File: config.mk
export PLATFORM = sky130hd
export DESIGN_NAME = imuae_cordic_cell
export DESIGN_NICKNAME = d
export VERILOG_FILES = /design/src/hw/rtl/imuae_pkg.sv /design/src/hw/rtl/imuae_cordic_cell.sv
export SDC_FILE = /design/constraint.sdc
export NUM_CORES = 1
export LEC_CHECK = 0
export ABC_AREA = 0
export BUFFER_PORTS_ARGS = -buffer_cell sky130_fd_sc_hd__buf_2
export CORE_ASPECT_RATIO = 0.9
export CORE_MARGIN = 2
export CORE_UTILIZATION = 33
export DETAILED_ROUTE_END_ITERATION = 8
export MAX_ROUTING_LAYER = met4
export PLACE_DENSITY = 0.52
export RECOVER_POWER = 100
export SLEW_MARGIN = 10
export SYNTH_ARGS = -nofsm -noshare
export SYNTH_HDL_FRONTEND = slang
export SYNTH_SLANG_ARGS = --single-unit
File: constraint.sdc
create_clock -name clk -period 13.1 [get_ports clk]
set_clock_uncertainty 0.1 [all_clocks]
set_input_delay 3.275 -clock clk [delete_from_list [all_inputs] [get_ports clk]]
set_output_delay 3.275 -clock clk [all_outputs]
set_load 0.05 [all_outputs]
File: src/hw/rtl/imuae_pkg.sv
`timescale 1ns / 1ps
package imuae_pkg;

	localparam int CORDIC_STAGES_DEF = 16;
	localparam int MAX_STAGES        = 24;
	localparam int NUM_OFFSETS       = 6;
	localparam int VXW               = 52;
	localparam int RXW               = 27;
	localparam int ZW                = 28;
	localparam int G_Q12             = 40141;
	localparam int GAIN_Q24          = 10188014;
	localparam int HALF_PI_Q12       = 6434;
	localparam logic [24:0] TP_RECIP = 25'((64'd1 << 40) / 64'd40141);

	typedef enum logic [2:0] {
		REG_ACCEL_X_OFF = 3'd0,
		REG_ACCEL_Y_OFF = 3'd1,
		REG_ACCEL_Z_OFF = 3'd2,
		REG_GYRO_X_OFF  = 3'd3,
		REG_GYRO_Y_OFF  = 3'd4,
		REG_GYRO_Z_OFF  = 3'd5
	} reg_idx_t;

	typedef struct packed {
		logic signed [23:0] ax;
		logic signed [23:0] ay;
		logic signed [23:0] az;
		logic signed [23:0] gx;
		logic signed [23:0] gy;
		logic signed [23:0] gz;
		logic               sat;
		logic signed [24:0] tp;
	} side_t;

	function automatic logic [23:0] atan_tab(input int unsigned i);
		logic [23:0] r;
		unique case (i)
			0: r = 24'd13176795;
			1: r = 24'd7778716;
			2: r = 24'd4110060;
			3: r = 24'd2086331;
			4: r = 24'd1047214;
			5: r = 24'd524117;
			6: r = 24'd262123;
			7: r = 24'd131069;
			8: r = 24'd65536;
			9: r = 24'd32768;
			10: r = 24'd16384;
			11: r = 24'd8192;
			12: r = 24'd4096;
			13: r = 24'd2048;
			14: r = 24'd1024;
			15: r = 24'd512;
			16: r = 24'd256;
			17: r = 24'd128;
			18: r = 24'd64;
			19: r = 24'd32;
			20: r = 24'd16;
			21: r = 24'd8;
			22: r = 24'd4;
			23: r = 24'd2;
			default: r = 24'd0;
		endcase
		return r;
	endfunction

	function automatic logic signed [23:0] sat24(input logic signed [39:0] v);
		logic signed [23:0] r;
		if (v > 40'sd8388607) begin
			r = 24'sh7FFFFF;
		end else if (v < -40'sd8388608) begin
			r = -24'sh800000;
		end else begin
			r = v[23:0];
		end
		return r;
	endfunction

	function automatic logic clip24(input logic signed [39:0] v);
		return (v > 40'sd8388607) || (v < -40'sd8388608);
	endfunction

	function automatic logic signed [13:0] angle_q12(input logic signed [ZW-1:0] z);
		logic signed [ZW-1:0] r;
		logic signed [13:0]   a;
		r = (z + ZW'(2048)) >>> 12;
		if (r > ZW'(HALF_PI_Q12)) begin
			a = 14'(HALF_PI_Q12);
		end else if (r < -ZW'(HALF_PI_Q12)) begin
			a = -14'(HALF_PI_Q12);
		end else begin
			a = r[13:0];
		end
		return a;
	endfunction

endpackage

File: src/hw/rtl/imuae_cordic_cell.sv
`timescale 1ns / 1ps
module imuae_cordic_cell import imuae_pkg::*; #(
	parameter int   STAGE  = 0,
	parameter int   XW     = VXW,
	parameter logic VECTOR = 1'b1
) (
	input  logic                 clk,
	input  logic                 en,
	input  logic signed [XW-1:0] x_i,
	input  logic signed [XW-1:0] y_i,
	input  logic signed [ZW-1:0] z_i,
	output logic signed [XW-1:0] x_o,
	output logic signed [XW-1:0] y_o,
	output logic signed [ZW-1:0] z_o
);

	logic signed [XW-1:0] x_q, y_q, dx, dy;
	logic signed [ZW-1:0] z_q, at;
	logic                 pos;

	// vectoring drives y to zero, rotation drives z to zero
	assign pos = VECTOR ? y_i[XW-1] : !z_i[ZW-1];
	assign dx  = y_i >>> STAGE;
	assign dy  = x_i >>> STAGE;
	assign at  = ZW'(atan_tab(STAGE));

	always_ff @(posedge clk) begin
		if (en) begin
			if (pos) begin
				x_q <= x_i - dx;
				y_q <= y_i + dy;
				z_q <= z_i - at;
			end else begin
				x_q <= x_i + dx;
				y_q <= y_i - dy;
				z_q <= z_i + at;
			end
		end
	end

	assign x_o = x_q;
	assign y_o = y_q;
	assign z_o = z_q;

endmodule

# [Yosys cells after proc, flatten, opt, wreduce, memory -nomap -nowiden]
# Cells that the tools add are included.
[op_classes] add_sub_neg=5 mux=3
[ops] op="$mux W52" n=2
[ops] op="$sub A52 B52 Y52" n=2
[ops] op="$add A52 B52 Y52" n=1
[ops] op="$add A28 B25 Y28 const B" n=1
[ops] op="$mux W28" n=1
[ops] op="$sub A28 B25 Y28 const B" n=1
[totals] register_bits=132

# [Longest topological paths before layout]
# Gate-level depths: netlist of the first run.
[logic_depth] ltp_word=2 depth_mapped=14 mapped_depth_nobuf=13

# [Worst setup path before layout of the first run]
# No wires, ideal clock.
[synth_timing] kind="input-to-reg" from="input y_i[51]" to="register z_q[24], in the netlist z_o[24] (data pin)" setup_ns=0.259 arrival_ns=6.264 slack_ns=6.478 path_stages=14 path_cell_list="clkbuf_1 inv_2 clkbuf_1 fa_1 a21o_1 a21oi_1 nor2b_1 o31ai_1 a21oi_1 o41ai_2 o21ai_1 a211o_1 a21oi_1 xnor2_1"
[synth_between] elab_chain_cells=1
[synth_lines] item="from (decl)" line_no="imuae_cordic_cell.sv:10" source="input logic signed [XW-1:0] y_i,"
[synth_lines] item="$mux W28" line_no="imuae_cordic_cell.sv:29" source="if (pos) begin"
[synth_lines] item="to (signal assigned)" line_no="imuae_cordic_cell.sv:32" source="z_q <= z_i - at;"
[synth_lines] item="to (signal assigned)" line_no="imuae_cordic_cell.sv:36" source="z_q <= z_i + at;"
[synth_lines] item="to (decl)" line_no="imuae_cordic_cell.sv:18" source="logic signed [ZW-1:0] z_q, at;"
# Every way passes these cells.
# A chain may end at the register's enable or synchronous reset.

# [Worst setup path after layout of the first run]
# Same ends and word-level chain as after synthesis.

==> flow_summary_export.csv, run 1 <==
group,metric,value,unit
status,result_of_the_run,"finished, violations left",
status,failed_checks,"capacitance limit, slew limit",
synthesis,yosysSeqAreaShare,0.2653,
synthesis,synthesis.instances,1789,
sta,final-hold-violation-count,0,
worst_setup_path,max_stage_delay,2.90,ns
worst_setup_path,worst-path-stages,10,
worst_setup_path,timing.critical_path.fanout_max,82,
final_layout,flow.area_growth_from_synthesis,14.42,%
global_route,first_pass_grt_wire_length,81200,um
sta,final_critical_path_setup_slack,3.321,ns
worst_setup_path,crit_path_end_kind,"flop",
clock_network,clk_transition_reported_paths,0.06,ns
final_layout,fin_nets,2333,
floorplanning,floorplan.io_pins,266,
synthesis,yosys.area.top_type_share,0.2653,
synthesis,ys_dominant_reg_cell,"edfxtp_1",
worst_setup_path,worst-setup-path-type,"in -> reg",
worst_setup_path,critical_path.cell_chain,"clkbuf_1, clkbuf_1, ha_1, nor3_1, nor2_1, o41ai_1, o21ai_0, a211o_1, a21oi_1, xnor2_1",
floorplanning,die_h,205.1,um
worst_setup_path,path_buf_inv,2,
synthesis,post_synth_num_cell_types,86,
global_route,grt_max_degree,83,
routing,detail_route.drc_violations,0,
sta,timing.final.crit_share,0.7465,
worst_setup_path,critPathTopFamily,"buffers and inverters",
sta,setup_violations,0,
pwr,p_leak,7.206,nW
place,post-dp-hpwl,43870,um
global_route,antenna_found_initial,1,
synthesis,synthesis.nets,2120,
clock_network,clock-sinks,131,
worst_setup_path,cp_arrival,9.91,ns
clock_network,htree_num_levels,4,
clock_network,cts-root-buf,"clkbuf_16",
floorplanning,dieWidth,227.4,um
sta,slew-limit-headroom,-1.660,
floorplanning,floorplan.rows,73,
worst_setup_path,cp_dominant_cell_by_count,"clkbuf_1",
min_path,worstHoldPathType,"in -> reg",
routing,post_drt_wl_per_cell,21.02,um
routing,detail-route-antenna-nets,0,
final_layout,stdcell_count,2615,
floorplanning,initial_utilization,0.3347,
clock_network,cts_hold_repair.buffers,0,
min_path,hold_path_depth,2,
synthesis,post_synth.cell_area_avg,8.288,um2
global_route,grt.total_usage,0.2393,
synthesis,post_synth_instance_area,14830,um2
place,io_buffer_count,265,
clock_network,cts_tree,"built",
clock_network,cts_buffers,17,
synthesis,yosys_warnings,0,
sta,rsz0062_at_grt,"no",
global_route,number_of_global_route_vias_before_repair,13625,
routing,initialDrtViolationCount,1523,
final_layout,drive_gt1_frac,0.09136,
run,maxCapViolCount,4,
clock_network,post_cts.repair.setup_buffers,0,
sta,finalHoldWorstSlack,2.985,ns
place,gp_congestion,0.9139,
synthesis,synth.top_cells.by_area,"edfxtp_1 (27%), ha_1 (16%), a21oi_1 (8.1%), xnor2_1 (6.3%), inv_1 (4.2%)",
synthesis,synth_enable_flop_cells,131,
clock_network,post_cts_resize_count,0,
worst_setup_path,worst_ep_required_time,13.23,ns
routing,aggregate_routed_wire_length,54960,um
place,post-place-ws,5.679,ns
routing,via_count,14457,
synthesis,synth.ff_latch_count,131,
worst_setup_path,critPathSlowestCell,"clkbuf_1",
synthesis,synthArstFlopShare,0,
sta,worst-slew-pin-transition,3.990,ns
sta,post_route_setup_tns,0,ns
worst_setup_path,worst_setup_path_start_kind,"input pin",
routing,1st_pass_router_iterations,6,
synthesis,synth_area_leader_cell,"edfxtp_1",
min_path,hold_start,"z_i[0]",
min_path,min_to,"z_o[0]",
routing,viasPerCell,5.528,
place,place_inst,2583,
floorplanning,core_region_area,44300,um2
sta,final-max-slew-violation-count,264,
floorplanning,design.die.area,46650,um2
pwr,power_density,117.5,nW/um2
global_route,grt_overflow,0,
pwr,irDropWorstVdd,0.07597,mV
clock_network,ctsLongestPathBuffers,2,
sta,post-route-min-period,9.779,ns
sta,fmaxAchievable,102.3,MHz
==> final cells by class <==
| cell class | count | area, um2 |
|---|---|---|
| Antenna cell | 1 | 2.502 |
| Timing Repair Buffer | 272 | 1195 |
| Clock inverter | 13 | 136.4 |
| Multi-Input combinational cell | 1406 | 9864 |
| Clock buffer | 18 | 429.2 |
| Tap cell | 600 | 750.7 |
| Fill cell | 4631 | 27330 |
| Sequential cell | 131 | 3934 |
| Inverter | 174 | 654.4 |
==> state kept, by name, indices dropped and copies added, names as in the netlist <==
register / flops
x_o: 52
y_o: 51
z_o: 28
==> logic make-up after synthesis <==
kind of cell | Yosys count | share of synthesized area
buffers and inverters | 252 | 0.06742
adder cells (fa/ha/maj) | 197 | 0.1683
AND/OR/NAND/NOR | 421 | 0.1364
AO/OA/AOI/OAI | 633 | 0.2685
flip-flops | 131 | 0.2653
XOR/XNOR | 124 | 0.07324
multiplexers | 31 | 0.02093
==> cells in the final DEF, fill, tap and decap left out, types with 5 or more instances in the layout <==
cell       count
clkbuf_1     142
a211o_1        8
nand2_1       94
o221ai_1       7
o31ai_1       15
or2_2          5
o21ai_0      125
inv_1        167
nor2b_1       19
o21bai_1      46
xnor2_1      106
nor4_1        23
ha_1         193
mux2i_1       31
xor2_1        18
and2_1         6
nand2b_1      10
edfxtp_1     131
o21ai_1        6
a221o_1        6
and3_1         6
a31oi_1       12
a21o_1        52
nor3b_1        5
a21oi_1      240
nor2_1       136
nor3_1        34
clkbuf_16     17
and4_1         5
o21a_1        16
buf_2        127
o211ai_1      14
a211oi_1      17
o31a_1         7
nand4_1       24
a21boi_0      10
nand3_1       36
==> metal layers <==
layer	vias to the layer above	track usage	wire, um
met5	-	-	0
met4	0	0.06232	911
met3	51	0.04805	4695
met2	648	0.3490	23430
met1	6881	0.3357	25920
li1	6877	-	-
==> synth_stat cells, drive strengths merged (37+ instances only) <==
| cell | n |
|---|---|
| a21o | 52 |
| a21oi | 241 |
| buf | 41 |
| clkbuf | 37 |
| edfxtp | 131 |
| ha | 193 |
| inv | 171 |
| nand2 | 94 |
| nor2 | 137 |
| o21ai | 132 |
| o21bai | 46 |
| xnor2 | 106 |
==> power breakdown <==
part | leakage, nW | total [W] | internal [W] | switching [W]
sequential | 1.28 | 0.000585 | 0.000562 | 0.0000223
clock | 0.272 | 0.000481 | 0.000277 | 0.000204
combinational | 5.65 | 0.000928 | 0.000246 | 0.000682
total | 7.21 | 0.00199 | 0.00109 | 0.000908
==> per-stage QoR <==
step	total power [W]	area (um2)	util
after floorplan	0.001257	14830	-
after global placement	0.001531	16620	0.3752
after detailed placement	0.001528	16620	0.3752
after CTS	0.002026	17190	0.3880
after global routing	0.002097	16970	0.3830
final	0.001994	16970	0.3830
==> worst max-delay path by stage <==
stage / endpoint / slack (ns) / startpoint
after floorplan: z_o[24] / 6.48 / y_i[51]
after global routing: z_o[24] / 3.04 / y_i[51]
final: z_o[24] / 3.32 / y_i[51]
after global placement: z_o[24] / 5.73 / y_i[51]
after detailed placement: z_o[24] / 5.68 / y_i[51]
after CTS: z_o[24] / 6.23 / y_i[51]
No activity file was read; power rests on OpenSTA's default activity.
==> inputs of run 2 (changes only) <==
--- a/config.mk
+++ b/config.mk
@@ -5,14 +5,14 @@
 export SDC_FILE = /design/constraint.sdc
 export NUM_CORES = 1
 export LEC_CHECK = 0
-export ABC_AREA = 0
+export ABC_AREA = 1
 export BUFFER_PORTS_ARGS = -buffer_cell sky130_fd_sc_hd__buf_2
 export CORE_ASPECT_RATIO = 0.9
 export CORE_MARGIN = 2
 export CORE_UTILIZATION = 33
 export DETAILED_ROUTE_END_ITERATION = 8
 export MAX_ROUTING_LAYER = met4
-export PLACE_DENSITY = 0.52
+export PLACE_DENSITY = 0.51
 export RECOVER_POWER = 100
 export SLEW_MARGIN = 10
 export SYNTH_ARGS = -nofsm -noshare
==> constraint.sdc (replaced) <==
create_clock -name clk -period 9.4 [get_ports clk]
set_clock_uncertainty 0.1 [all_clocks]
set_input_delay 2.35 -clock clk [delete_from_list [all_inputs] [get_ports clk]]
set_output_delay 2.35 -clock clk [all_outputs]
set_load 0.05 [all_outputs]
==> run 2 against run 1 <==
  * The run still ends with capacitance limit, slew limit left
  * Clock power increased by 48%
  * Critical path depth decreased by 8
  * Combinational power increased by 59%
  * Critical endpoint is now y_o[13]
  * Power increased by 50%
  * Wire length increased by 50%
==> flow_summary_export.csv, run 2 <==
group,metric,value,unit
global_route,number_of_global_route_vias_before_repair,20536,
sta,final-hold-violation-count,0,
clock_network,clk_transition_reported_paths,0.06,ns
sta,slew-limit-headroom,-1.818,
worst_setup_path,path_buf_inv,2,
global_route,grt_max_degree,75,
final_layout,largest_reg_flops,52,
global_route,use_met2,0.4228,
clock_network,cts_hold_repair.buffers,0,
status,failed_checks,"capacitance limit, slew limit",
place,gp_congestion,1.024,
floorplanning,die_h,234.7,um
synthesis,synth.ff_latch_count,131,
place,post-place-ws,4.114,ns
clock_network,post_cts_resize_count,0,
sta,finalHoldWorstSlack,2.054,ns
final_layout,final_cell_mix,"nand2_1 (1,147), inv_1 (651), nand3_1 (271), nor2_1 (247), ha_1 (193)",
global_route,first_pass_grt_wire_length,122400,um
global_route,use_met3,0.04078,
min_path,hold_start,"z_i[0]",
final_layout,register_area,3934,um2
routing,detail_route.drc_violations,0,
worst_setup_path,critPathTopFamily,"buffers and inverters",
synthesis,yosys.area.top_type_share,0.2206,
synthesis,synthArstFlopShare,0,
worst_setup_path,worst-path-stages,2,
worst_setup_path,timing.critical_path.fanout_max,69,
floorplanning,design.die.area,61090,um2
sta,setup_violations,0,
pwr,p_leak,11.92,nW
final_layout,drive_gt1_frac,0.06680,
global_route,groute.layer.met1.usage,0.3676,
clock_network,post_cts.repair.setup_buffers,0,
pwr,power_density,137.0,nW/um2
synthesis,post_synth_instance_area,19510,um2
global_route,global_route.peak_usage_layer,"met2",
final_layout,post-route-cell-area,21810,um2
pwr,irDropWorstVdd,0.1545,mV
sta,post_route_setup_tns,0,ns
clock_network,cts_buffers,17,
synthesis,synthesis.instances,3318,
synthesis,most_numerous_cell_in_the_yosys_netlist,"nand2_1",
final_layout,fin_nets,3866,
synthesis,synth.top_cells.by_area,"nand2_1 (22%), edfxtp_1 (20%), inv_1 (13%), ha_1 (12%), nand3_1 (7.0%)",
min_path,worstHoldPathType,"in -> reg",
routing,initialDrtViolationCount,1878,
clock_network,ctsLongestPathBuffers,2,
worst_setup_path,critical_path.cell_chain,"clkbuf_1, buf_4",
place,post-dp-hpwl,70220,um
pwr,total_power,0.002988,W
routing,viasPerCell,4.980,
final_layout,fillers,6758,
worst_setup_path,critPathSlowestCell,"clkbuf_1",
synthesis,post_synth_num_cell_types,47,
sta,fmaxAchievable,155.5,MHz
synthesis,synthesis.nets,3649,
routing,aggregate_routed_wire_length,82580,um
worst_setup_path,cp_arrival,6.43,ns
final_layout,flow.area_growth_from_synthesis,11.79,%
status,result_of_the_run,"finished, violations left",
synthesis,synthTopCellsByCount,"nand2_1 (1,147), inv_1 (651), nand3_1 (271), nor2_1 (247), ha_1 (193)",
place,placedInstanceArea,21420,um2
sta,final-max-slew-violation-count,107,
synthesis,ys_dominant_reg_cell,"edfxtp_1",
floorplanning,dieWidth,260.3,um
sta,timing.final.crit_share,0.6842,
global_route,grt_overflow,0,
worst_setup_path,worst-setup-path-type,"in -> reg",
global_route,antenna_found_initial,1,
floorplanning,core_region_area,58440,um2
worst_setup_path,crit_end,"y_o[13]",
synthesis,yosysSeqAreaShare,0.2016,
sta,worst-slew-pin-transition,4.228,ns
place,io_buffer_count,265,
global_route,grt.total_usage,0.2752,
routing,via_count,21527,
clock_network,cts-root-buf,"clkbuf_16",
worst_setup_path,crit_path_end_kind,"flop",
worst_setup_path,worst_ep_required_time,9.40,ns
synthesis,post_synth.cell_area_avg,5.881,um2
clock_network,clock-sinks,131,
clock_network,cts_tree,"built",
worst_setup_path,worst_setup_path_start_kind,"input pin",
run,maxCapViolCount,2,
synthesis,synth_area_leader_cell,"nand2_1",
clock_network,htree_num_levels,4,
sta,final_critical_path_setup_slack,2.968,ns
sta,rsz0062_at_grt,"no",
synthesis,synth_enable_flop_cells,131,
worst_setup_path,max_stage_delay,2.84,ns
sta,post-route-min-period,6.432,ns
floorplanning,initial_utilization,0.3339,
routing,post_drt_wl_per_cell,19.10,um
synthesis,yosys_warnings,0,
final_layout,most_common_cell_after_layout_fill_and_taps_aside,"nand2_1",
worst_setup_path,crit_path_start,"en",
final_layout,area_of_the_multi_input_gates,12670,um2
floorplanning,floorplan.io_pins,266,
routing,detail-route-antenna-nets,0,
routing,1st_pass_router_iterations,5,
floorplanning,floorplan.rows,84,
-- run 2: logic make-up (layout without fill, tap and decap cells) --
family | after synthesis | count (layout) | synth area share
AND/OR/NAND/NOR | 1807 | 1807 | 0.3863
buffers and inverters | 732 | 962 | 0.1493
AO/OA/AOI/OAI | 396 | 396 | 0.1102
adder cells (fa/ha/maj) | 197 | 197 | 0.1279
flip-flops | 131 | 131 | 0.2016
XOR/XNOR | 54 | 54 | 0.02424
multiplexers | 1 | 1 | 0.0005130
other | 0 | 1 | 0
-- run 2: layout make-up --
class	instances	share of cell area
flip-flops and latches	131	0.1803
multi-input cells	2455	0.5806
clock buffers	18	0.01967
well taps	774	0.04440
diodes	1	0.0001147
repair buffers	269	0.05438
inverters	661	0.1139
clock inverters	14	0.006596
-- run 2: through the flow --
step | util | cells
detailed placement | 0.3665 | 4290
global route | 0.3732 | 4322
global placement | 0.3665 | 4290
CTS | 0.3763 | 4322
floorplan | - | 3318
finish | 0.3733 | 4323
-- run 2: report_power, final --
group | switching [W] | leakage [nW] | internal [W] | total (W)
registers | 0.0000357 | 1.28 | 0.000761 | 0.000797
logic | 0.00113 | 10.3 | 0.000349 | 0.00148
clock network | 0.000338 | 0.285 | 0.000372 | 0.000710
-- run 2: worst min path at each step --
stage,depth (start not counted),end
after floorplan,0,x_o[0]
after global placement,2,z_o[0]
after detailed placement,2,z_o[0]
after CTS,2,z_o[0]
after global routing,2,z_o[0]
final,2,z_o[0]
-- run 2: layer usage --
| metal | vias up | wire length [um] |
|---|---|---|
| met2 | 753 | 36210 |
| met5 | - | 0 |
| met3 | 116 | 5312 |
| li1 | 10792 | - |
| met1 | 9866 | 38420 |
| met4 | 0 | 2640 |
